<file path="config.mk">
export PLATFORM = sky130hd
export DESIGN_NAME = lbpm_ctrl
export DESIGN_NICKNAME = d
export VERILOG_FILES = /design/src/assert_macros.svh /design/src/lbpm_pkg.sv /design/src/lbpm_ctrl.sv
export SDC_FILE = /design/constraint.sdc
export NUM_CORES = 1
export LEC_CHECK = 0
export ABC_AREA = 1
export BUFFER_PORTS_ARGS = -buffer_cell sky130_fd_sc_hd__buf_2
export CAP_MARGIN = 10
export CELL_PAD_IN_SITES_DETAIL_PLACEMENT = 0
export CELL_PAD_IN_SITES_GLOBAL_PLACEMENT = 2
export CORE_MARGIN = 5
export CORE_UTILIZATION = 34
export DETAILED_ROUTE_END_ITERATION = 8
export PLACE_DENSITY_LB_ADDON = 0.05
export REMOVE_ABC_BUFFERS = 1
export SKIP_CTS_REPAIR_TIMING = 1
export SYNTH_ARGS = -nofsm -noshare
export SYNTH_HDL_FRONTEND = slang
export SYNTH_SLANG_ARGS = --single-unit
</file>
<file path="constraint.sdc">
create_clock -name clk -period 3 [get_ports clk]
set_clock_uncertainty 0.1 [all_clocks]
set_input_delay 0.15 -clock clk [delete_from_list [all_inputs] [get_ports clk]]
set_output_delay 0.15 -clock clk [all_outputs]
set_load 0.01 [all_outputs]
</file>
<file path="src/assert_macros.svh">
// Assertion macros used by the top level of the light bar pair matcher.
// Uses the clk and rst_n names of the including module; no other dependencies.
`ifndef ASSERT_MACROS_SVH
`define ASSERT_MACROS_SVH
`ifndef SYNTHESIS
// Check that prop holds at every rising clock edge outside reset.
`define LBPM_ASSERT(lbl, prop, msg) \
    lbl: assert property (@(posedge clk) disable iff (!rst_n) (prop)) else $error(msg);
// Check that expr never holds outside reset.
`define LBPM_NEVER(lbl, expr, msg) \
    lbl: assert property (@(posedge clk) disable iff (!rst_n) !(expr)) else $error(msg);
`else
`define LBPM_ASSERT(lbl, prop, msg)
`define LBPM_NEVER(lbl, expr, msg)
`endif
`endif

</file>
<file path="src/lbpm_pkg.sv">
// Types and constants of the light bar pair matcher.
// No dependencies; used by lbpm_ctrl, lbpm_datapath and light_bar_pair_matcher.
`timescale 1ns / 1ps

package lbpm_pkg;

    localparam int IDX_W = 3;   // store index field width
    localparam int CNT_W = 4;   // bar count, holds up to fifteen

    // configuration register indexes
    localparam logic [2:0] CFG_MIN_WIDTH   = 3'd0;
    localparam logic [2:0] CFG_MAX_WIDTH   = 3'd1;
    localparam logic [2:0] CFG_MAX_TILT    = 3'd2;
    localparam logic [2:0] CFG_MIN_LENGTH  = 3'd3;
    localparam logic [2:0] CFG_MIN_SPACING = 3'd4;
    localparam logic [2:0] CFG_MAX_SPACING = 3'd5;
    localparam logic [2:0] CFG_MAX_SLOPE   = 3'd6;

    // reset values of the configuration registers
    localparam logic [7:0]  RST_MIN_WIDTH   = 8'd8;
    localparam logic [7:0]  RST_MAX_WIDTH   = 8'd166;
    localparam logic [10:0] RST_MAX_TILT    = 11'd1040;
    localparam logic [7:0]  RST_MIN_LENGTH  = 8'd128;
    localparam logic [7:0]  RST_MIN_SPACING = 8'd8;
    localparam logic [7:0]  RST_MAX_SPACING = 8'd80;
    localparam logic [9:0]  RST_MAX_SLOPE   = 10'd64;

    typedef struct packed {
        logic [15:0] center_x;
        logic [15:0] center_y;
        logic [15:0] bar_width;
        logic [15:0] bar_length;
        logic [10:0] tilt;
        logic        frame_end;
    } bar_item_t;

    typedef struct packed {
        logic [IDX_W-1:0] first_index;
        logic [IDX_W-1:0] second_index;
        logic             pair_found;
        logic             overflowed;
        logic             run_end;
    } pair_result_t;

    typedef struct packed {
        logic [15:0] cx;
        logic [15:0] cy;
        logic [15:0] len;
    } bar_entry_t;

    // controller to datapath
    typedef struct packed {
        logic             capture;     // load the input register
        logic             bar_commit;  // test the held bar and store it
        logic [IDX_W-1:0] rd_first;
        logic [IDX_W-1:0] rd_second;
        logic             out_load;
        logic [IDX_W-1:0] out_first;
        logic [IDX_W-1:0] out_second;
        logic             out_found;
        logic             out_end;
        logic             clear;       // empty the store and drop the overflow flag
    } ctrl_cmd_t;

    // datapath to controller
    typedef struct packed {
        logic             frame_end;
        logic [CNT_W-1:0] bar_count;
        logic             pass;
        logic             out_busy;
    } dp_status_t;

endpackage

</file>
<file path="src/lbpm_ctrl.sv">
// Controller of the light bar pair matcher: sequences the bar test and the pair walk.
// Depends on lbpm_pkg; drives lbpm_datapath through ctrl_cmd_t.
`timescale 1ns / 1ps

module lbpm_ctrl (
    input  logic                  clk,
    input  logic                  rst_n,
    input  logic                  in_valid,
    output logic                  in_stall,
    input  lbpm_pkg::dp_status_t  stat,
    output lbpm_pkg::ctrl_cmd_t   cmd
);

    typedef enum logic [3:0] {
        S_IDLE,
        S_BAR,
        S_START,
        S_READ,
        S_STG_A,
        S_STG_B,
        S_STG_C,
        S_STG_D,
        S_DECIDE,
        S_FINISH
    } state_t;

    state_t                     state_reg,  state_next;
    logic [lbpm_pkg::IDX_W-1:0] i_reg,      i_next;
    logic [lbpm_pkg::IDX_W-1:0] j_reg,      j_next;
    logic [lbpm_pkg::IDX_W-1:0] hold_i_reg, hold_i_next;
    logic [lbpm_pkg::IDX_W-1:0] hold_j_reg, hold_j_next;
    logic                       hold_reg,   hold_next;

    logic [lbpm_pkg::CNT_W-1:0] j_plus1;
    logic [lbpm_pkg::CNT_W-1:0] i_plus2;

    assign j_plus1 = lbpm_pkg::CNT_W'(j_reg) + 1'b1;
    assign i_plus2 = lbpm_pkg::CNT_W'(i_reg) + 2'd2;

    always_comb begin
        state_next  = state_reg;
        i_next      = i_reg;
        j_next      = j_reg;
        hold_i_next = hold_i_reg;
        hold_j_next = hold_j_reg;
        hold_next   = hold_reg;
        cmd         = '0;
        cmd.rd_first  = i_reg;
        cmd.rd_second = j_reg;
        cmd.out_first  = hold_i_reg;
        cmd.out_second = hold_j_reg;
        cmd.out_found  = 1'b1;

        unique case (state_reg)
            S_IDLE: begin
                cmd.capture = in_valid;
                if (in_valid) begin
                    state_next = S_BAR;
                end
            end
            S_BAR: begin
                cmd.bar_commit = 1'b1;
                state_next = stat.frame_end ? S_START : S_IDLE;
            end
            S_START: begin
                i_next    = '0;
                j_next    = lbpm_pkg::IDX_W'(1);
                hold_next = 1'b0;
                state_next = (stat.bar_count < lbpm_pkg::CNT_W'(2)) ? S_FINISH : S_READ;
            end
            S_READ:  state_next = S_STG_A;
            S_STG_A: state_next = S_STG_B;
            S_STG_B: state_next = S_STG_C;
            S_STG_C: state_next = S_STG_D;
            S_STG_D: state_next = S_DECIDE;
            S_DECIDE: begin
                // a passing pair pushes out the one held before it
                if (!(stat.pass && hold_reg && stat.out_busy)) begin
                    if (stat.pass) begin
                        cmd.out_load = hold_reg;
                        hold_i_next  = i_reg;
                        hold_j_next  = j_reg;
                        hold_next    = 1'b1;
                    end
                    if (j_plus1 < stat.bar_count) begin
                        j_next     = j_reg + 1'b1;
                        state_next = S_READ;
                    end
                    else if ((i_plus2 + 1'b1) < stat.bar_count + 1'b1 &&
                             i_plus2 < stat.bar_count) begin
                        i_next     = i_reg + 1'b1;
                        j_next     = i_reg + 2'd2;
                        state_next = S_READ;
                    end
                    else begin
                        state_next = S_FINISH;
                    end
                end
            end
            S_FINISH: begin
                // last held pair closes the frame, or an empty result if none
                cmd.out_end = 1'b1;
                if (!hold_reg) begin
                    cmd.out_first  = '0;
                    cmd.out_second = '0;
                    cmd.out_found  = 1'b0;
                end
                if (!stat.out_busy) begin
                    cmd.out_load = 1'b1;
                    cmd.clear    = 1'b1;
                    hold_next    = 1'b0;
                    state_next   = S_IDLE;
                end
            end
            default: state_next = S_IDLE;
        endcase
    end

    assign in_stall = (state_reg != S_IDLE);

    always_ff @(posedge clk or negedge rst_n) begin
        if (!rst_n) begin
            state_reg  <= S_IDLE;
            i_reg      <= '0;
            j_reg      <= '0;
            hold_i_reg <= '0;
            hold_j_reg <= '0;
            hold_reg   <= 1'b0;
        end
        else begin
            state_reg  <= state_next;
            i_reg      <= i_next;
            j_reg      <= j_next;
            hold_i_reg <= hold_i_next;
            hold_j_reg <= hold_j_next;
            hold_reg   <= hold_next;
        end
    end

endmodule

</file>
# Word level (Yosys, flattened, before mapping)
# Index checks and enable logic that the tools add are counted.
# W data, S select, Z words.
word_totals:
  latchBits: 0
  ram_bits: 0
  romBits: 0
  mem_count: 0
  inputBits: 10
  wordCells: 74
  register_bits: 17
  output_inout_bits: 19
classes:
  shift: 0
  div: 0
  magnitude_cmp: 4
  mux: 28
  n_bitwise: 1
  n_mul: 0
  addsub: 7
  n_eq_ne: 16
  reduce_logical: 12
ops:
  columns: ["cell", "n"]
  rows:
  - ["$pmux W4 S10", 1]
  - ["$mux W4", 6]
  - ["$mux W3", 6]
  - ["$eq A4 B3 Y1 const B", 4]
  - ["$lt A4 B4 Y1", 3]
  - ["$ne A2 B2 Y1 const B", 6]
  - ["$pmux W3 S2", 2]
  - ["$mux W9", 1]
  - ["$reduce_and A3 Y1", 3]
  - ["$add A4 B1 Y4 const B", 2]
  - ["$eq A4 B2 Y1 const B", 2]
  - ["$eq A4 B4 Y1 const B", 2]
  - ["$mux W1", 8]
  - ["$reduce_and A4 Y1", 2]
  - ["$mux W7", 1]
  - ["$add A3 B1 Y3 const B", 2]
  - ["$add A3 B1 Y4 const B", 1]
  - ["$add A3 B2 Y4 const B", 1]
  - ["$eq A4 B1 Y1 const B", 1]
  - ["$logic_not A4 Y1", 1]
  - ["$lt A4 B2 Y1 const B", 1]
  - ["$reduce_bool A4 Y1", 1]
  - ["$add A3 B2 Y3 const B", 1]
  - ["$logic_and A1 B1 Y1", 3]
  - ["7 further kinds", 7]

# Depth between registers and ports, before layout
# Gate-level depths: netlist of the first run.
logic_depth:
  word_depth: 8
  ltp_mapped: 13
  depth_no_buf: 13

# Worst setup path after synthesis of the first run
# OpenSTA, ideal clock, no wires.
synth_timing:
  kind: "reg2reg"
  start: "register i_reg[1] in the netlist's numbering"
  end: "register j_reg[0] in the netlist's numbering"
  period_less_slack_ns: 2.119
  path_slack_ns: 0.881
  path_stages_with_launch: 14
  t_arrival_ns: 1.902
  path_buffers: 0
  t_required_ns: 2.783
  setup_ns: 0.117
  cell_sequence: "dfrtp_1 -> inv_1 -> ha_1 -> nand2_1 -> xnor2_1 -> ha_1 -> nand2_1 -> nand2_1 -> nor2_1 -> nand4_4 -> nand3_2 -> nand2_2 -> nand2_1 -> nand2_1"
synth_between:
  elab_chain_cells: 6
  word_cells_on_any_way: 7
  classes_between: "add/sub: 2; order compare: 2; eq/ne: 1; reduce/logical: 2"
synth_lines:
  columns: ["element", "line_no", "rtl"]
  rows:
  - ["from (decl)", "lbpm_ctrl.sv:28", "logic [lbpm_pkg::IDX_W-1:0] i_reg, i_next;"]
  - ["from (signal assigned)", "lbpm_ctrl.sv:132", "i_reg <= i_next;"]
  - ["$add A3 B2 Y4 (*)", "lbpm_ctrl.sv:38", "assign i_plus2 = lbpm_pkg::CNT_W'(i_reg) + 2'd2;"]
  - ["$add A4 B1 Y4", "lbpm_ctrl.sv:89", "else if ((i_plus2 + 1'b1) < stat.bar_count + 1'b1 &&"]
  - ["$lt A4 B4 Y1", "lbpm_ctrl.sv:89", null]
  - ["$logic_and A1 B1 Y1 (*)", "lbpm_ctrl.sv:89", null]
  - ["$ne A3 B3 Y1 (no line) (*)", null, null]
  - ["$reduce_and A3 Y1 (no line) (*)", null, null]
  - ["to (signal assigned)", "lbpm_ctrl.sv:133", "j_reg <= j_next;"]
  - ["to (decl)", "lbpm_ctrl.sv:29", "logic [lbpm_pkg::IDX_W-1:0] j_reg, j_next;"]
# Mark *: on every way between the ends. The rest lies on a longest branch, timed or not.
# A chain may end at the register's enable or synchronous reset.

# Final worst setup path of the first run
# Same ends and word-level chain as after synthesis.

==> run metrics, run 1 <==
area of the multi-input gates 918 um^2; Register Area 425 um^2; Cell Rows 24; Peak supply drop between 0.3 and 0.4 mV; Worst Path Required slightly above 3 ns; Final Slew Violations 0; Mapped Cells 196; Crit path max-delay family simple AND/OR/NAND/NOR gates; Final Hold Viols 0; FMAX 0.446 GHz; Synth Warn # 0; placed instance area 1690 um^2; first-pass iteration count of the detailed router 4; Async SR Flop Fraction 100%; CTS Buf Count 3; Sw Pwr between 700 and 800 uW; P_int 723 uW; clock root buffer clkbuf_8; global-route wire length before repair 6180 um; dominant synthesized flop cell dfrtp_1; Clock Latency Late Sink about 0.26 ns; Hold Crit Class input pin to register; Synth top cells by count 46 x nand2_1, 32 x inv_1, 20 x nor2_1; design area 1750 um^2; status finished, final reports clean; Startpoint Class register; Die W 76.4 um; power per cell area just over 800 nW/um^2; number of port buffers 28; Initial DRC Count 87; H-tree levels 1; vias in the first global route 1,324; drt total wl 3430 um; gr usage total 12.7%; Synth area leaders dfrtp_1 28%, ha_1 13%, nand2_1 12%, inv_1 8.0%, nor2_1 5.0%; crit-path max cell delay 0.43 ns; unrepaired setup endpoints after global routing no; Max Buffers Root-to-Sink 2; highest net fanout along the worst path 5; WP buf/inv 1; Mean Syn Cell Area 7.65 um^2; post-synth top area share 28.4%; critical path class register to register; Pleak 1.00 nW; drt via density 4.63; detailed placement HPWL around 2800 um; sw frac 49.5%; Yosys reg bits 17; gr ovfl total 0; post-synth cell types 34; fillcell total ~490; max-cap violations 0; Cell Chain, Critical Path inv_1 -> ha_1 -> nand2_1 -> xnor2_1 -> ha_1 -> nand2_1 -> nand2_1 -> nor2_1 -> nand4_4 -> nand3_2 -> nand2_2 -> nand2_1 -> nand2_1; largest net degree at the start of global routing 18; post-DR wirelength/cell 12.2 um; Final #Nets between 200 and 300; share of cells above drive strength 1 26.8%; nature of the critical path endpoint register; Vias 1,296; # setup viols final 0; Sequential Power Share 28.9%; clock tree sinks 17; Final GP Congestion 0.800; Synth area leader dfrtp_1; total negative slack 0 ns; die area between 5000 and 6000 um^2; Gate power share 58.1%; synthesized area roughly 1500 um^2; flip-flop count of the largest register after layout 4; detailed-route DRC error count 0; Routed Antenna Nets 0; Worst Tran Pin Value 0.407 ns; CP max stage cell dfrtp_1; most numerous cell in the Yosys netlist nand2_1; post-route clock period utilization 74.7%; IO Count 29; Critical Path Most Common Cell nand2_1; min cycle time layout 2.24 ns; Die Height around 76 um; Clock transition at path regs 0.08 ns; n_diodes 0; Seq/Total Area, Yosys 28.4%; Core Box Area 4320 um^2; Initial Util 34.7%; initial antenna violation count 0; CP arrival 2.30 ns; Clock power frac 13.0%; Area Overhead vs Synth 16.8%; Max transition margin 72.9%; Post-synth EDFFs 0; CTS tree done
-- cells by family (layout without fill, tap and decap cells) --
logic type                 count (synthesis)  count (layout)  synth area share, %
and+or+nand+nor                           97              97                 34.4
xor gates and xnor gates                   6               6                 3.50
adders and majority gates                 15              15                 12.5
AOI/OAI and AO/OA                         22              22                 10.8
buffers and inverters                     39              71                 10.4
DFF                                       17              17                 28.4
-- cell usage in the layout (no fill, tap or decap), types with 2 or more instances in the layout --
cell | netlist | routed
a21oi_1 | 3 | 3
o21ai_2 | 5 | 5
clkbuf_8 | 0 | 3
nand3_1 | 11 | 11
xnor2_1 | 3 | 3
buf_2 | 0 | 28
a21oi_2 | 3 | 3
nand4_1 | 2 | 2
nor2_1 | 20 | 20
nand3_2 | 2 | 2
dfrtp_1 | 17 | 17
nand3_4 | 2 | 2
o22ai_1 | 3 | 3
xor2_1 | 3 | 3
inv_2 | 5 | 5
nand2_2 | 4 | 4
o21ai_1 | 4 | 4
nand2_1 | 46 | 46
ha_1 | 15 | 15
inv_1 | 32 | 32
-- stage by stage --
stage	setup WS, ns	hold WS (ns)	std cells	util, %	total power [mW]
6_report	0.760	0.152	280	40.5	1.43
3_5_place_dp	0.725	0.00459	275	39.2	1.27
3_3_place_gp	0.797	0.00291	275	39.2	1.26
2_1_floorplan	0.881	-0.246	195	-	1.04
5_1_grt	0.491	0.196	280	40.5	1.61
4_1_cts	0.724	-0.284	279	40.3	1.46
-- per-layer routing --
layer  vias up  global-route usage, %  wire length, um
li1        687                      -                -
met1       579                   16.2             1590
met2        25                   21.5             1630
met3         5                   2.36              158
met4         0                   4.20               52
met5         -                      0                0
-- power groups by stage --
stage / clock network, mW / registers, mW / logic (mW)
after floorplan: 0 / 0.410 / 0.625
after global placement: 0 / 0.416 / 0.846
after detailed placement: 0 / 0.418 / 0.850
after CTS: 0.194 / 0.415 / 0.851
after global routing: 0.203 / 0.427 / 0.982
final: 0.187 / 0.414 / 0.833
-- final cells by class --
| cell class | instances | share of cell area [%] |
|---|---|---|
| timing repair buffer | 29 | 8.57 |
| tap | 52 | 3.71 |
| inverter | 38 | 8.28 |
| sequential | 17 | 24.3 |
| clock inverter | 1 | 0.428 |
| clock buffer | 3 | 2.36 |
| multi-input combinational | 140 | 52.4 |
-- worst reg2reg max path, cell delays in order, from the launching register on --
cell     delay [ns]
dfrtp_1        0.43
inv_1          0.18
ha_1           0.17
nand2_1        0.06
xnor2_1        0.14
ha_1           0.31
nand2_1        0.06
nand2_1        0.05
nor2_1         0.20
nand4_4        0.15
nand3_2        0.12
nand2_2        0.07
nand2_1        0.06
nand2_1        0.05
-- path summary, 6_finish.rpt --
| path | start | endpoint | slack [ns] | cells past startpoint |
|---|---|---|---|---|
| worst min register to register | hold_j_reg[2] | hold_j_reg[2] | 0.39 | 2 |
| min in group asynchronous | rst_n | hold_i_reg[1] | 0.25 | 2 |
| worst max register to register | i_reg[1] | j_reg[0] | 0.76 | 13 |
| worst max-delay path | i_reg[1] | j_reg[0] | 0.76 | 13 |
| worst min-delay path | in_valid | state_reg[1] | 0.15 | 5 |
| max in group asynchronous | rst_n | state_reg[1] | 2.26 | 2 |
Power figures use the tool's default switching activity.
==> inputs of run 2 (changes only) <==
--- a/config.mk
+++ b/config.mk
@@ -5,13 +5,13 @@
 export SDC_FILE = /design/constraint.sdc
 export NUM_CORES = 1
 export LEC_CHECK = 0
-export ABC_AREA = 1
+export ABC_AREA = 0
 export BUFFER_PORTS_ARGS = -buffer_cell sky130_fd_sc_hd__buf_2
 export CAP_MARGIN = 10
 export CELL_PAD_IN_SITES_DETAIL_PLACEMENT = 0
 export CELL_PAD_IN_SITES_GLOBAL_PLACEMENT = 2
 export CORE_MARGIN = 5
-export CORE_UTILIZATION = 34
+export CORE_UTILIZATION = 29
 export DETAILED_ROUTE_END_ITERATION = 8
 export PLACE_DENSITY_LB_ADDON = 0.05
 export REMOVE_ABC_BUFFERS = 1
==> constraint.sdc (replaced) <==
create_clock -name clk -period 2 [get_ports clk]
set_clock_uncertainty 0.1 [all_clocks]
set_input_delay 0.1 -clock clk [delete_from_list [all_inputs] [get_ports clk]]
set_output_delay 0.1 -clock clk [all_outputs]
set_load 0.01 [all_outputs]
==> run 2 against run 1 <==
Effect of this change:
- the flow now finishes with violations (negative setup slack)
- clock power increased by 43%
- register-to-register slack got worse by 0.90 ns
- power increased by 41%
- routed wire length increased by 8.3%
- setup slack got worse by 0.90 ns
- largest cell class unchanged
- largest power group unchanged
==> run metrics, run 2 <==
status finished with violations; violated checks negative setup slack; Async SR Flop Fraction 100% (unchanged); Synth area leaders dfrtp_1 32%, ha_1 14%, mux2_2 4.2%, nand2_1 4.2%, o21ai_0 3.4%; total power 2.03 mW (+41%); post-route clock period utilization 107% (+32 points); Die W 77.9 um (+1.9%); synthesized area 1340 um^2 (-11%); Synth Warn # 0 (unchanged); number of port buffers 28 (unchanged); Max transition margin 72.3% (-0.61 points); gr usage total 11.9% (-0.79 points); critical path class register to register; first-pass iteration count of the detailed router 4 (unchanged); Cell Chain, Critical Path inv_2 -> ha_4 -> nand2_4 -> xnor2_4 -> ha_4 -> a211oi_2 -> o211a_4 -> a21oi_4 -> nor2_2 -> o22ai_2; Synth area leader dfrtp_1; nature of the critical path endpoint register; detailed placement HPWL 2910 um (+2.1%); detailed-route DRC error count 0 (unchanged); unrepaired setup endpoints after global routing yes; Seq/Total Area, Yosys 31.8% (+3.4 points); Core Box Area 4410 um^2 (+2.1%); Mapped Cells 149 (-24%); pre-CTS WS -0.284 ns (-1.01 ns); Clock transition at path regs 0.08 ns (about the same); Max Buffers Root-to-Sink 2 (unchanged); Peak supply drop 0.304 mV (-2.4%); Worst Path Required 2.05 ns (-1.01 ns); Setup WS post-layout -0.140 ns (-0.900 ns); flip-flop count of the largest register after layout 4 (unchanged); post-synth cell types 41 (+21%); share of cells above drive strength 1 48.8% (+22 points); n_diodes 0 (unchanged); max-cap violations 0 (unchanged); min cycle time layout 2.14 ns (-0.100 ns); die area 6070 um^2 (+3.9%); Synth top cells by count 17 x dfrtp_1, 15 x ha_1, 15 x nand2_1; Die Height 77.9 um (+1.9%); Final Hold Viols 0 (unchanged); Startpoint Class register; Final Slew Violations 0 (unchanged); vias in the first global route 1,313 (-0.83%); Initial Util 30.3% (-4.4 points); Routed Antenna Nets 0 (unchanged); Yosys reg bits 17 (unchanged); Clock Latency Late Sink 0.26 ns (about the same); CTS tree done; Vias 1,277 (-1.5%); highest net fanout along the worst path 4 (-1); post-DR wirelength/cell 14.5 um (+19%); Worst Tran Pin Value 0.416 ns (+0.00908 ns); Final GP Congestion 0.750 (-6.3%); Cell Rows 24 (unchanged); Mean Syn Cell Area 8.98 um^2 (+17%); clock tree sinks 17 (unchanged); initial antenna violation count 0 (unchanged); Final #Nets 229 (-9.8%); Initial DRC Count 44 (-49%); fillcell total 424 (-14%); H-tree levels 1 (unchanged); Critical Path Most Common Cell ha_4; largest net degree at the start of global routing 18 (unchanged); gr ovfl total 0 (unchanged); post-synth top area share 31.8% (+3.4 points); CP arrival 2.19 ns (-0.11 ns); drt total wl 3710 um (+8.3%); Area Overhead vs Synth 50.3%; drt via density 5.01 (+8.2%); most frequent cells in the layout 28 x buf_2, 24 x buf_4, 15 x dfrtp_1; IO Count 29 (unchanged); Hold Crit Class input pin to register; CTS Buf Count 3 (unchanged); Pleak 0.982 nW (-2.0%); dominant synthesized flop cell dfrtp_1; CP max stage cell dfrtp_1; commonest non-fill, non-tap cell in the layout buf_2; power per cell area 1010 nW/um^2 (+23%); # setup viols final 8 (+8); most numerous cell in the Yosys netlist dfrtp_1; clock root buffer clkbuf_8; Post-synth EDFFs 0 (unchanged); FMAX 0.467 GHz (+4.7%); global-route wire length before repair 5980 um (-3.1%); total negative slack -0.995 ns (-0.995 ns); crit-path max cell delay 0.39 ns (-0.04 ns)
run 2: where the power goes:
part,switching [mW],internal [mW],leakage [nW]
logic,0.624,0.581,0.734
clock network,0.129,0.138,0.0255
registers,0.118,0.436,0.223
total,0.871,1.16,0.982
run 2: worst paths after layout:
kind                               start       endpoint  slack (ns)  cells after the start
hold / removal                   stat[0]   state_reg[0]        0.06                      3
max in group asynchronous          rst_n   state_reg[0]        1.27                      2
min in group asynchronous          rst_n  hold_i_reg[2]        0.20                      2
hold reg to reg            hold_i_reg[1]  hold_i_reg[1]        0.39                      2
setup reg to reg                i_reg[1]       i_reg[1]       -0.14                     10
setup / recovery                i_reg[1]       i_reg[1]       -0.14                     10
run 2: metrics by stage:
step	hold slack, ns	area (um^2)	utilization [%]	std cells
floorplan	-0.296	1310	-	145
global placement	-0.0469	1680	38.0	246
detailed placement	-0.0380	1680	38.0	246
CTS	-0.317	1720	39.0	250
global route	0.0867	2010	45.5	255
finish	0.0592	2010	45.5	255
run 2: cell families after synthesis:
group	count (synthesis)	synth area share, %
compound gates	30	15.3
simple gates	62	25.6
flops	17	31.8
mux	6	4.96
buf+inv	13	4.30
fa+ha+maj	15	14.0
xor+xnor	6	3.93
run 2: cell type report:
class                   instances  area, um^2  area share (%)
clock inverters                 1        5.00           0.249
flip-flops and latches         17         428            21.3
multi-input cells             119        1100            54.5
clock buffers                   3        41.3            2.05
inverters                       9        33.8            1.68
well taps                      52        65.1            3.24
repair buffers                 54         342            17.0
run 2: critical path, delay by kind of cell (launching register included):
kind            cells  cell delay, ns
buf+inv             1            0.12
fa+ha+maj           2            0.38
xor+xnor            1            0.17
simple gates        2            0.20
compound gates      4            0.67
flops               1            0.39
run 2: routing by layer:
metal	track usage, %	share of wire [%]	up-vias	routed length (um)
met4	4.05	1.4	0	53
li1	-	-	647	-
met3	1.50	4.5	5	166
met1	16.7	49	595	1810
met2	18.9	45	30	1680
met5	0	0	-	0
